## src/hdl/uuidp_pkg.sv

```systemverilog
// uuid text parser: shared constants, types and the hex digit decoder
// no dependencies; used by every file of the block
package uuidp_pkg;

    localparam logic [1:0] ST_OK        = 2'd0;
    localparam logic [1:0] ST_SHORT     = 2'd1;
    localparam logic [1:0] ST_NO_DASH   = 2'd2;
    localparam logic [1:0] ST_BAD_CLOSE = 2'd3;

    localparam logic [1:0] PH_START  = 2'd0;
    localparam logic [1:0] PH_DIGITS = 2'd1;
    localparam logic [1:0] PH_CLOSE  = 2'd2;
    localparam logic [1:0] PH_DONE   = 2'd3;

    localparam logic [7:0] CH_LBRACE = 8'h7B;
    localparam logic [7:0] CH_RBRACE = 8'h7D;
    localparam logic [7:0] CH_DASH   = 8'h2D;

    localparam logic [4:0] CNT_DASH_FIRST = 5'd8;
    localparam logic [4:0] CNT_LAST       = 5'd31;

    typedef struct packed {
        logic        emit;
        logic [1:0]  status;
        logic [63:0] uuid_high;
        logic [63:0] uuid_low;
    } t_result;

    // bit 4 set marks a character that is not a hex digit
    function automatic logic [4:0] hex_value(input logic [7:0] c);
        logic [4:0] v;
        v = 5'h10;
        if (c >= 8'h30 && c <= 8'h39) begin
            v = {1'b0, c[3:0]};
        end else if ((c >= 8'h61 && c <= 8'h66) || (c >= 8'h41 && c <= 8'h46)) begin
            v = {1'b0, c[3:0] + 4'd9};
        end
        return v;
    endfunction

endpackage

```

## src/hdl/uuidp_step.sv

```systemverilog
// uuid text parser: per-character state update and result decision
// depends on uuidp_pkg
module uuidp_step (
    input  logic              i_clk,
    input  logic              i_rst_n,
    input  logic              i_take,
    input  logic [7:0]        i_character,
    input  logic              i_last,
    output uuidp_pkg::t_result o_result
);

    logic [1:0]   r_phase, n_phase;
    logic [4:0]   r_count, n_count;
    logic         r_brace, n_brace;
    logic         r_dash, n_dash;
    logic         r_sep, n_sep;
    logic [127:0] r_value, n_value;

    logic         emit;
    logic [1:0]   status;
    logic [4:0]   hv;
    logic [127:0] shifted;

    always_comb begin
        hv      = uuidp_pkg::hex_value(i_character);
        shifted = {r_value[123:0], (hv[4] ? 4'hF : hv[3:0])};
        if (r_count[0] && hv[4]) begin
            shifted[7:0] = 8'hFF;
        end
    end

    always_comb begin
        n_phase = r_phase;
        n_count = r_count;
        n_brace = r_brace;
        n_dash  = r_dash;
        n_sep   = r_sep;
        n_value = r_value;
        emit    = 1'b0;
        status  = uuidp_pkg::ST_OK;
        case (r_phase)
            uuidp_pkg::PH_START, uuidp_pkg::PH_DIGITS: begin
                n_phase = uuidp_pkg::PH_DIGITS;
                if (r_phase == uuidp_pkg::PH_START && i_character == uuidp_pkg::CH_LBRACE) begin
                    n_brace = 1'b1;
                end else if (!r_sep && r_count == uuidp_pkg::CNT_DASH_FIRST
                             && i_character == uuidp_pkg::CH_DASH) begin
                    n_dash = 1'b1;
                    n_sep  = 1'b1;
                end else if (!r_sep && r_dash
                             && (r_count inside {5'd12, 5'd16, 5'd20})) begin
                    if (i_character == uuidp_pkg::CH_DASH) begin
                        n_sep = 1'b1;
                    end else begin
                        n_phase = uuidp_pkg::PH_DONE;
                        emit    = 1'b1;
                        status  = uuidp_pkg::ST_NO_DASH;
                    end
                end else begin
                    n_value = shifted;
                    n_sep   = 1'b0;
                    if (r_count == uuidp_pkg::CNT_LAST) begin
                        n_count = '0;
                        if (r_brace) begin
                            n_phase = uuidp_pkg::PH_CLOSE;
                        end else begin
                            n_phase = uuidp_pkg::PH_DONE;
                            emit    = 1'b1;
                            status  = uuidp_pkg::ST_OK;
                        end
                    end else begin
                        n_count = r_count + 5'd1;
                    end
                end
            end
            uuidp_pkg::PH_CLOSE: begin
                n_phase = uuidp_pkg::PH_DONE;
                emit    = 1'b1;
                status  = (i_character == uuidp_pkg::CH_RBRACE) ? uuidp_pkg::ST_OK
                                                                 : uuidp_pkg::ST_BAD_CLOSE;
            end
            default: begin
            end
        endcase
        if (!emit && i_last && r_phase != uuidp_pkg::PH_DONE) begin
            emit   = 1'b1;
            status = uuidp_pkg::ST_SHORT;
        end
        o_result.emit      = emit;
        o_result.status    = status;
        o_result.uuid_high = (status == uuidp_pkg::ST_OK) ? n_value[127:64] : 64'd0;
        o_result.uuid_low  = (status == uuidp_pkg::ST_OK) ? n_value[63:0]   : 64'd0;
        if (i_last) begin
            n_phase = uuidp_pkg::PH_START;
            n_count = '0;
            n_brace = 1'b0;
            n_dash  = 1'b0;
            n_sep   = 1'b0;
            n_value = '0;
        end
    end

    always_ff @(posedge i_clk) begin
        if (!i_rst_n) begin
            r_phase <= uuidp_pkg::PH_START;
            r_count <= '0;
            r_brace <= 1'b0;
            r_dash  <= 1'b0;
            r_sep   <= 1'b0;
            r_value <= '0;
        end else if (i_take) begin
            r_phase <= n_phase;
            r_count <= n_count;
            r_brace <= n_brace;
            r_dash  <= n_dash;
            r_sep   <= n_sep;
            r_value <= n_value;
        end
    end

endmodule

```

## src/hdl/uuid_text_parser_top.sv

```systemverilog
// uuid text parser top level: input register, step logic and result register
// depends on uuidp_pkg and uuidp_step
//
//  channel | handshake                | payload
//  --------+--------------------------+----------------------------------
//  input   | i_in_valid / o_in_ready  | i_character, i_last
//  output  | o_out_valid / i_out_ready| o_uuid_high, o_uuid_low, o_status
//
// one character per cycle while no stalled result holds the step; an accepted
// request passes the input register, then its result the result register
// reset clears all parse state and both valid flags; no clearing pass
// a stalled result holds the step, even for a character that gives no result;
// the input register then keeps one request and the input stalls
module uuid_text_parser_top (
    input  logic        i_clk,
    input  logic        i_rst_n,
    input  logic        i_in_valid,
    output logic        o_in_ready,
    input  logic [7:0]  i_character,
    input  logic        i_last,
    output logic        o_out_valid,
    input  logic        i_out_ready,
    output logic [63:0] o_uuid_high,
    output logic [63:0] o_uuid_low,
    output logic [1:0]  o_status
);

    logic        r_in_valid;
    logic [7:0]  r_character;
    logic        r_last;
    logic        r_out_valid;
    logic [1:0]  r_status;
    logic [63:0] r_high;
    logic [63:0] r_low;

    logic              adv;
    uuidp_pkg::t_result result;

    assign adv        = r_in_valid && (!r_out_valid || i_out_ready);
    assign o_in_ready = !r_in_valid || adv;

    uuidp_step u_step (
        .i_clk       (i_clk),
        .i_rst_n     (i_rst_n),
        .i_take      (adv),
        .i_character (r_character),
        .i_last      (r_last),
        .o_result    (result)
    );

    always_ff @(posedge i_clk) begin
        if (!i_rst_n) begin
            r_in_valid <= 1'b0;
        end else if (o_in_ready) begin
            r_in_valid <= i_in_valid;
        end
    end

    always_ff @(posedge i_clk) begin
        if (o_in_ready && i_in_valid) begin
            r_character <= i_character;
            r_last      <= i_last;
        end
    end

    always_ff @(posedge i_clk) begin
        if (!i_rst_n) begin
            r_out_valid <= 1'b0;
        end else if (adv && result.emit) begin
            r_out_valid <= 1'b1;
        end else if (i_out_ready) begin
            r_out_valid <= 1'b0;
        end
    end

    always_ff @(posedge i_clk) begin
        if (adv && result.emit) begin
            r_status <= result.status;
            r_high   <= result.uuid_high;
            r_low    <= result.uuid_low;
        end
    end

    assign o_out_valid = r_out_valid;
    assign o_status    = r_status;
    assign o_uuid_high = r_high;
    assign o_uuid_low  = r_low;

endmodule

```

## config.mk

```make
export PLATFORM = sky130hd
export DESIGN_NAME = uuid_text_parser_top
export DESIGN_NICKNAME = d
export VERILOG_FILES = /design/src/hdl/uuidp_pkg.sv /design/src/hdl/uuidp_step.sv /design/src/hdl/uuid_text_parser_top.sv
export SDC_FILE = /design/constraint.sdc
export NUM_CORES = 1
export LEC_CHECK = 0
export BUFFER_PORTS_ARGS = -buffer_cell sky130_fd_sc_hd__buf_4
export CORE_MARGIN = 2
export CORE_UTILIZATION = 57
export DETAILED_ROUTE_END_ITERATION = 8
export PLACE_DENSITY = 0.82
export SYNTH_ARGS = -nofsm -noshare
export SYNTH_HDL_FRONTEND = slang
export SYNTH_SLANG_ARGS = --single-unit
```

## constraint.sdc

```tcl
create_clock -name i_clk -period 6.84 [get_ports i_clk]
set_input_delay 0.684 -clock i_clk [delete_from_list [all_inputs] [get_ports i_clk]]
set_output_delay 0.684 -clock i_clk [all_outputs]
set_load 0.1 [all_outputs]
```

==> results of run 1 <==
==> routing by layer <==
| layer | share of wire, % | track usage (%) | vias up |
|---|---|---|---|
| li1 | - | - | 3764 |
| met4 | 1.6 | 5.947 | 0 |
| met2 | 47 | 35.46 | 331 |
| met3 | 7.5 | 3.949 | 30 |
| met5 | 0 | 0 | - |
| met1 | 44 | 32.36 | 3801 |
==> synth_stat cells (3+ instances only) <==
| cell | count |
|---|---|
| sky130_fd_sc_hd__dfxtp_1 | 140 |
| sky130_fd_sc_hd__nand3_1 | 12 |
| sky130_fd_sc_hd__a211o_1 | 3 |
| sky130_fd_sc_hd__ha_1 | 6 |
| sky130_fd_sc_hd__buf_4 | 3 |
| sky130_fd_sc_hd__o21ai_0 | 3 |
| sky130_fd_sc_hd__nor4b_1 | 3 |
| sky130_fd_sc_hd__a22o_1 | 124 |
| sky130_fd_sc_hd__o31ai_1 | 4 |
| sky130_fd_sc_hd__buf_1 | 5 |
| sky130_fd_sc_hd__inv_1 | 11 |
| sky130_fd_sc_hd__nor2b_1 | 5 |
| sky130_fd_sc_hd__and3_1 | 7 |
| sky130_fd_sc_hd__nand2_1 | 258 |
| sky130_fd_sc_hd__edfxtp_1 | 139 |
| sky130_fd_sc_hd__a21oi_1 | 131 |
| sky130_fd_sc_hd__clkbuf_1 | 55 |
| sky130_fd_sc_hd__nor3_1 | 12 |
| sky130_fd_sc_hd__buf_2 | 12 |
| sky130_fd_sc_hd__nor2_1 | 11 |
==> worst register-to-register path: stages, from the launching register on <==
cell                        delay, ns
sky130_fd_sc_hd__dfxtp_1         0.36
sky130_fd_sc_hd__inv_1           0.08
sky130_fd_sc_hd__ha_1            0.17
sky130_fd_sc_hd__o2111ai_1       0.38
sky130_fd_sc_hd__or2_2           0.47
sky130_fd_sc_hd__a32oi_1         0.22
sky130_fd_sc_hd__and3_4          0.95
sky130_fd_sc_hd__buf_4           0.71
==> worst paths after layout <==
| kind | from | endpoint |
|---|---|---|
| worst min-delay path | i_character[4] | r_character[4] |
| worst min register to register | u_step.r_dash | u_step.r_dash |
| worst max-delay path | u_step.r_count[0] | o_uuid_high[46] |
| worst max register to register | u_step.r_count[0] | o_uuid_high[46] |
==> sequential cells by signal, summed over array words and instances, names as in the netlist <==
signal and flops:
r_last 1, u_step.r_value 128, o_uuid_low 64, o_status 2
r_in_valid 1, o_uuid_high 64, u_step.r_brace 1, u_step.r_dash 1
r_character 8, o_out_valid 1, u_step.r_sep 1, u_step.r_phase 2
u_step.r_count 5
==> cell families after synthesis <==
logic type | after synthesis | synth area share, %
buffers and inverters | 87 | 3.344
flip-flops | 279 | 64.75
adder cells (fa/ha/maj) | 6 | 0.6967
AND/OR/NAND/NOR | 326 | 12.70
multiplexers | 1 | 0.1045
AO/OA/AOI/OAI | 285 | 18.40
==> area by class of cell <==
| cell class | instances | area share [%] |
|---|---|---|
| Inverter | 11 | 0.3219 |
| Clock inverter | 20 | 1.619 |
| Multi-Input combinational cell | 618 | 27.07 |
| Clock buffer | 30 | 5.433 |
| Timing Repair Buffer | 152 | 8.895 |
| Sequential cell | 279 | 54.38 |
| Tap cell | 234 | 2.282 |
==> power groups by stage <==
stage / combinational [µW] / clock [µW] / sequential (µW)
after detailed placement: 228 / 0 / 1820
final: 228 / 1510 / 1780
after floorplan: 66.9 / 0 / 1940
after global placement: 226 / 0 / 1820
after CTS: 229 / 1520 / 1780
after global routing: 237 / 1600 / 1790
==> per-stage QoR <==
step / area [µm²] / setup WS, ns / util [%] / hold slack, ns
2_1_floorplan: 10780 / 1.853 / - / 0.4369
3_3_place_gp: 11920 / 3.232 / 63.96 / 0.4567
3_5_place_dp: 11920 / 3.152 / 63.96 / 0.4605
4_1_cts: 12830 / 3.127 / 68.81 / 0.3170
5_1_grt: 12830 / 2.851 / 68.81 / 0.3120
6_report: 12830 / 3.099 / 68.81 / 0.3331
==> run summary, run 1 <==
==============================================================================
Area delta synth->final .........................................       19.06%
Final-report max-slew violation count ...........................            0
Clock tree from TritonCTS .......................................        built
Count of hold buffers inserted by post-cts repair ...............            0
Power Internal ..................................................      2696 µW
Number of hold violations in the final report ...................            0
Cell type contributing the most total cell area after synthesis . sky130_fd_sc_hd__edfxtp_1
Layout fillers ..................................................        1,335
Max Cap Viol ....................................................            0
Remaining Overflow, GRT .........................................            0
Total clock buffers created by CTS ..............................           27
Share of cells above drive strength 1 ...........................       18.20%
Switch share ....................................................       23.37%
Post-DP HPWL ....................................................    13,400 µm
CP arrival ......................................................      3.90 ns
Crit Path Class .................................................   reg -> reg
Final Power .....................................................      3519 µW
Synth top area cells ............................................ sky130_fd_sc_hd__edfxtp_1 39%, sky130_fd_sc_hd__dfxtp_1 26%, sky130_fd_sc_hd__a22o_1 10%, sky130_fd_sc_hd__nand2_1 9.0%, sky130_fd_sc_hd__a21oi_1 6.1%
Delay contributed by the slowest stage of the critical path .....      0.95 ns
Initial antenna violation count .................................            0
FFs w/ async S/R, synth .........................................           0%
Cell with the largest stage delay on the worst path ............. sky130_fd_sc_hd__and3_4
Yosys warning count .............................................            0
First drt pass iteration count ..................................            5
Total die area ..................................................   20,020 µm²
Combined global-route utilization of all metal layers ...........       22.42%
Number of routed nets with antenna violations ...................            0
# nets final ....................................................        1,108
Most common library cell in the layout ignoring fill and taps ... sky130_fd_sc_hd__nand2_1
Maximum vdd drop ................................................     193.6 µV
Clock Latency Late Sink .........................................      0.54 ns
Post-synth net total ............................................        1,003
Vertical die dimension ..........................................     141.5 µm
Std cell rows ...................................................           50
Total number of cells along the worst setup path ................            7
First-pass GRT wire length ......................................    36,800 µm
Worst path bufs/invs ............................................            2
Clock transition at the registers of the reported paths .........      0.06 ns
Commonest cells after routing, fill and taps aside .............. 258 x sky130_fd_sc_hd__nand2_1, 152 x sky130_fd_sc_hd__buf_4, 140 x sky130_fd_sc_hd__dfxtp_1, 139 x sky130_fd_sc_hd__edfxtp_1, 131 x sky130_fd_sc_hd__a21oi_1
Unrepaired setup endpoints after global routing .................           no
Setup bufs post-CTS .............................................            0
Number of distinct library cells after synthesis ................           52
Sequential Power Share ..........................................        50.7%
Endpoint type of the worst setup path ...........................    flip-flop
Sequential cell area in the final layout ........................     6977 µm²
Final instance count without filler cells .......................        1,344
Number of H-tree levels .........................................            1
Post-Synthesis Cell Area ........................................   10,780 µm²
GPL Wtd Cong ....................................................       0.8716
Type of the worst min-delay path ................................    in -> reg
Share of the synthesized area in the top cell type ..............       38.74%
Number of endpoints failing setup at the final stage ............            0
CTS Root Buffer Type ............................................ sky130_fd_sc_hd__clkbuf_16
Bufs on Longest Clock Path ......................................            3
Cells after Synth ...............................................          984
Starting density of the core ....................................       57.80%
Run status ...................................................... complete, no violations
Crit-path leading delay family .................................. simple AND/OR/NAND/NOR gates
Number of synthesized flops with an enable pin ..................          139
Critical Path RT ................................................      7.00 ns
Clock sinks .....................................................          279
I/O Buffers .....................................................          144
Final min period ................................................     3.741 ns
Rel. slew slack .................................................       27.04%
Power dissipated by switching net loads .........................     822.3 µW
Setup skew after layout .........................................   0.02472 ns
Number of gates resized after cts ...............................            0
Drt initial violations ..........................................          920
Vias after detailed routing .....................................        7,926
Placeable core region ...........................................   18,640 µm²
Actual transition at the worst max-transition pin ...............     1.094 ns
N_diodes ........................................................            0
Fraction of power consumed by the clock network .................        42.8%
Average via count per standard cell .............................        5.897
Sum of routed wire length over all layers .......................    23,120 µm
Avg WL per Cell .................................................     17.20 µm
Final worst-path cycle share ....................................       54.69%
Via count of the first global-routing pass ......................        7,233
Yosys reg bits ..................................................          279
Worst Reg-to-Reg Cells ..........................................            7
Proportion of synthesized chip area in sequential cells .........       64.75%
DIE WIDTH .......................................................     141.5 µm
Worst-path maximum fanout .......................................           80
Ports ...........................................................          145
WHS Path Cells ..................................................            1
Gate power share ................................................         6.5%
Leading register cell type out of synthesis ..................... sky130_fd_sc_hd__dfxtp_1
Pin count of the biggest net entering global routing ............           93
Inst Count DP ...................................................        1,294
Worst-case register-to-register setup slack .....................      3.10 ns
Area of the multi-input gates ...................................     3472 µm²
Final-layout setup total negative slack .........................         0 ns
Max Clk Rate ....................................................    267.3 MHz
Avg Cell Area, Syn ..............................................    10.95 µm²
Static leakage power ............................................  0.004673 µW
Remaining design rule violation count ...........................            0
Power per unit of standard cell area ............................ 274.3 nW/µm²
Startpoint Class ................................................    flip-flop
Sequence of cells on the critical path .......................... inv_1 -> ha_1 -> o2111ai_1 -> or2_2 -> a32oi_1 -> and3_4 -> buf_4
==============================================================================
(Power assumes the default switching activity.)
==> inputs of run 2 (changes only) <==
Clock period 6.84 ns to 3.7 ns, I/O delays scaled along.
==> run summary, run 2 (synthesis results as in run 1) <==
============================================================================
Area of the multi-input gates .................................     3472 µm²   unchanged
Remaining Overflow, GRT .......................................            0   unchanged
Power per unit of standard cell area .......................... 494.7 nW/µm²   was 274.3 nW/µm²
Final worst-path cycle share ..................................       81.75%   was 54.69%
Commonest cells after routing, fill and taps aside ............ 258 x sky130_fd_sc_hd__nand2_1, 147 x sky130_fd_sc_hd__buf_4, 140 x sky130_fd_sc_hd__dfxtp_1, 139 x sky130_fd_sc_hd__edfxtp_1, 131 x sky130_fd_sc_hd__a21oi_1   was 258 x sky130_fd_sc_hd__nand2_1, 152 x sky130_fd_sc_hd__buf_4, 140 x sky130_fd_sc_hd__dfxtp_1, 139 x sky130_fd_sc_hd__edfxtp_1, 131 x sky130_fd_sc_hd__a21oi_1
Max FFs per register ..........................................          128   unchanged
Clock Latency Late Sink .......................................      0.53 ns   was 0.54 ns
Setup bufs post-CTS ...........................................            0   unchanged
Worst hold path startpoint ....................................   i_in_valid   was i_character[4]
Maximum vdd drop ..............................................     349.8 µV   was 193.6 µV
Number of H-tree levels .......................................            1   unchanged
Number of hold violations in the final report .................            0   unchanged
I/O Buffers ...................................................          144   unchanged
# nets final ..................................................        1,121   was 1,108
CP arrival ....................................................      3.36 ns   was 3.90 ns
Number of gates resized after cts .............................            0   unchanged
Sequential cell area in the final layout ......................     6977 µm²   unchanged
Final-layout setup total negative slack .......................         0 ns   unchanged
DIE WIDTH .....................................................     141.5 µm   unchanged
Starting density of the core ..................................       57.80%   unchanged
Register bank with the most flops ............................. u_step.r_value   unchanged
First-pass GRT wire length ....................................    36,760 µm   was 36,800 µm
Layout fillers ................................................        1,301   was 1,335
Endpoint type of the worst setup path .........................    flip-flop   unchanged
Remaining design rule violation count .........................            0   unchanged
Max Cap Viol ..................................................            0   unchanged
N_diodes ......................................................            0   unchanged
Launching instance or port of the critical path ............... r_character[0]   was u_step.r_count[0]
Vertical die dimension ........................................     141.5 µm   unchanged
Avg WL per Cell ...............................................     17.30 µm   was 17.20 µm
Vias after detailed routing ...................................        8,014   was 7,926
Static leakage power ..........................................  0.004757 µW   was 0.004673 µW
Pin count of the biggest net entering global routing ..........          130   was 93
Rel. slew slack ...............................................       45.74%   was 27.04%
GPL Wtd Cong ..................................................       0.8463   was 0.8716
Reg-to-Reg Start .............................................. r_character[0]   was u_step.r_count[0]
Clock transition at the registers of the reported paths .......      0.06 ns   about the same
Total die area ................................................   20,020 µm²   unchanged
Combined global-route utilization of all metal layers .........       22.45%   was 22.42%
Total clock buffers created by CTS ............................           27   unchanged
Bufs on Longest Clock Path ....................................            3   unchanged
Number of routed nets with antenna violations .................            0   unchanged
Actual transition at the worst max-transition pin .............    0.8131 ns   was 1.094 ns
Via count of the first global-routing pass ....................        7,121   was 7,233
Most common library cell in the layout ignoring fill and taps . sky130_fd_sc_hd__nand2_1   unchanged
Type of the worst min-delay path ..............................    in -> reg   unchanged
Clock sinks ...................................................          279   unchanged
Max Clk Rate ..................................................    330.6 MHz   was 267.3 MHz
Final Power ...................................................      6453 µW   was 3519 µW
Final-report max-slew violation count .........................            0   unchanged
Drt initial violations ........................................          767   was 920
Area delta synth->final .......................................       21.05%   was 19.06%
Placeable core region .........................................   18,640 µm²   unchanged
Clock tree from TritonCTS .....................................        built   unchanged
Final min period ..............................................     3.025 ns   was 3.741 ns
Run status .................................................... complete, no violations   unchanged
Setup skew after layout .......................................  0.008374 ns   was 0.02472 ns
Std cell rows .................................................           50   unchanged
Post-DP HPWL ..................................................    13,740 µm   was 13,400 µm
Critical Path RT ..............................................      4.03 ns   was 7.00 ns
Sum of routed wire length over all layers .....................    23,480 µm   was 23,120 µm
Initial antenna violation count ...............................            0   unchanged
Startpoint Class ..............................................    flip-flop   unchanged
Count of hold buffers inserted by post-cts repair .............            3   was 0
First drt pass iteration count ................................            5   unchanged
Share of cells above drive strength 1 .........................       18.43%   was 18.20%
Average via count per standard cell ...........................        5.906   was 5.897
Worst-path maximum fanout .....................................           93   was 80
Number of endpoints failing setup at the final stage ..........            0   unchanged
CTS Root Buffer Type .......................................... sky130_fd_sc_hd__clkbuf_16   unchanged
Ports .........................................................          145   unchanged
Crit Path Class ...............................................   reg -> reg   unchanged
Unrepaired setup endpoints after global routing ...............           no   unchanged
============================================================================
[run 2: power by group]
part,total (µW),internal (µW),switching [µW]
Clock,2710,1590,1120
Sequential,3300,3270,23.4
Combinational,441,88.2,353
[run 2: metal layers]
layer | global-route usage, % | vias up | share of wire, % | wire length [µm]
met4 | 6.263 | 0 | 1.9 | 448
met5 | 0 | - | 0 | 0
li1 | - | 3800 | - | -
met3 | 3.071 | 35 | 5.7 | 1350
met1 | 32.38 | 3878 | 44 | 10220
met2 | 36.05 | 301 | 49 | 11460
[run 2: path summary, 6_finish.rpt]
| check | endpoint | slack (ns) | cells after the start |
|---|---|---|---|
| max | o_uuid_low[11] | 0.68 | 7 |
| min | r_in_valid | 0.09 | 3 |
| max reg2reg | o_uuid_low[11] | 0.68 | 7 |
| min reg2reg | u_step.r_dash | 0.48 | 2 |
[run 2: worst max-delay path, stage by stage, from the launching register on]
cell                       delay [ns]
sky130_fd_sc_hd__edfxtp_1        0.45
sky130_fd_sc_hd__ha_1            0.28
sky130_fd_sc_hd__nor4b_1         0.17
sky130_fd_sc_hd__a31oi_1         0.50
sky130_fd_sc_hd__and3_4          0.61
sky130_fd_sc_hd__buf_12          0.42
sky130_fd_sc_hd__nand2_1         0.11
sky130_fd_sc_hd__a21oi_1         0.26
[run 2: final cells by class]
cell class	instances	area share, %
Clock inverter	12	0.9113
Sequential cell	279	53.49
Tap cell	234	2.245
Multi-Input combinational cell	618	26.62
Timing Repair Buffer	165	10.53
Clock buffer	38	5.890
Inverter	11	0.3165
[run 2: stage by stage]
step / cells / hold WS (ns) / instance area [µm²] / utilization [%] / setup slack (ns)
after floorplan: 984 / 0.4369 / 10780 / - / 0.1941
after global placement: 1298 / 0.4570 / 12070 / 64.72 / 0.7905
after detailed placement: 1298 / 0.4641 / 12070 / 64.72 / 0.7230
after CTS: 1351 / 0.0006466 / 12980 / 69.64 / 0.6970
after global routing: 1357 / 0.1261 / 13040 / 69.97 / 0.4585
final: 1357 / 0.09184 / 13040 / 69.97 / 0.6753
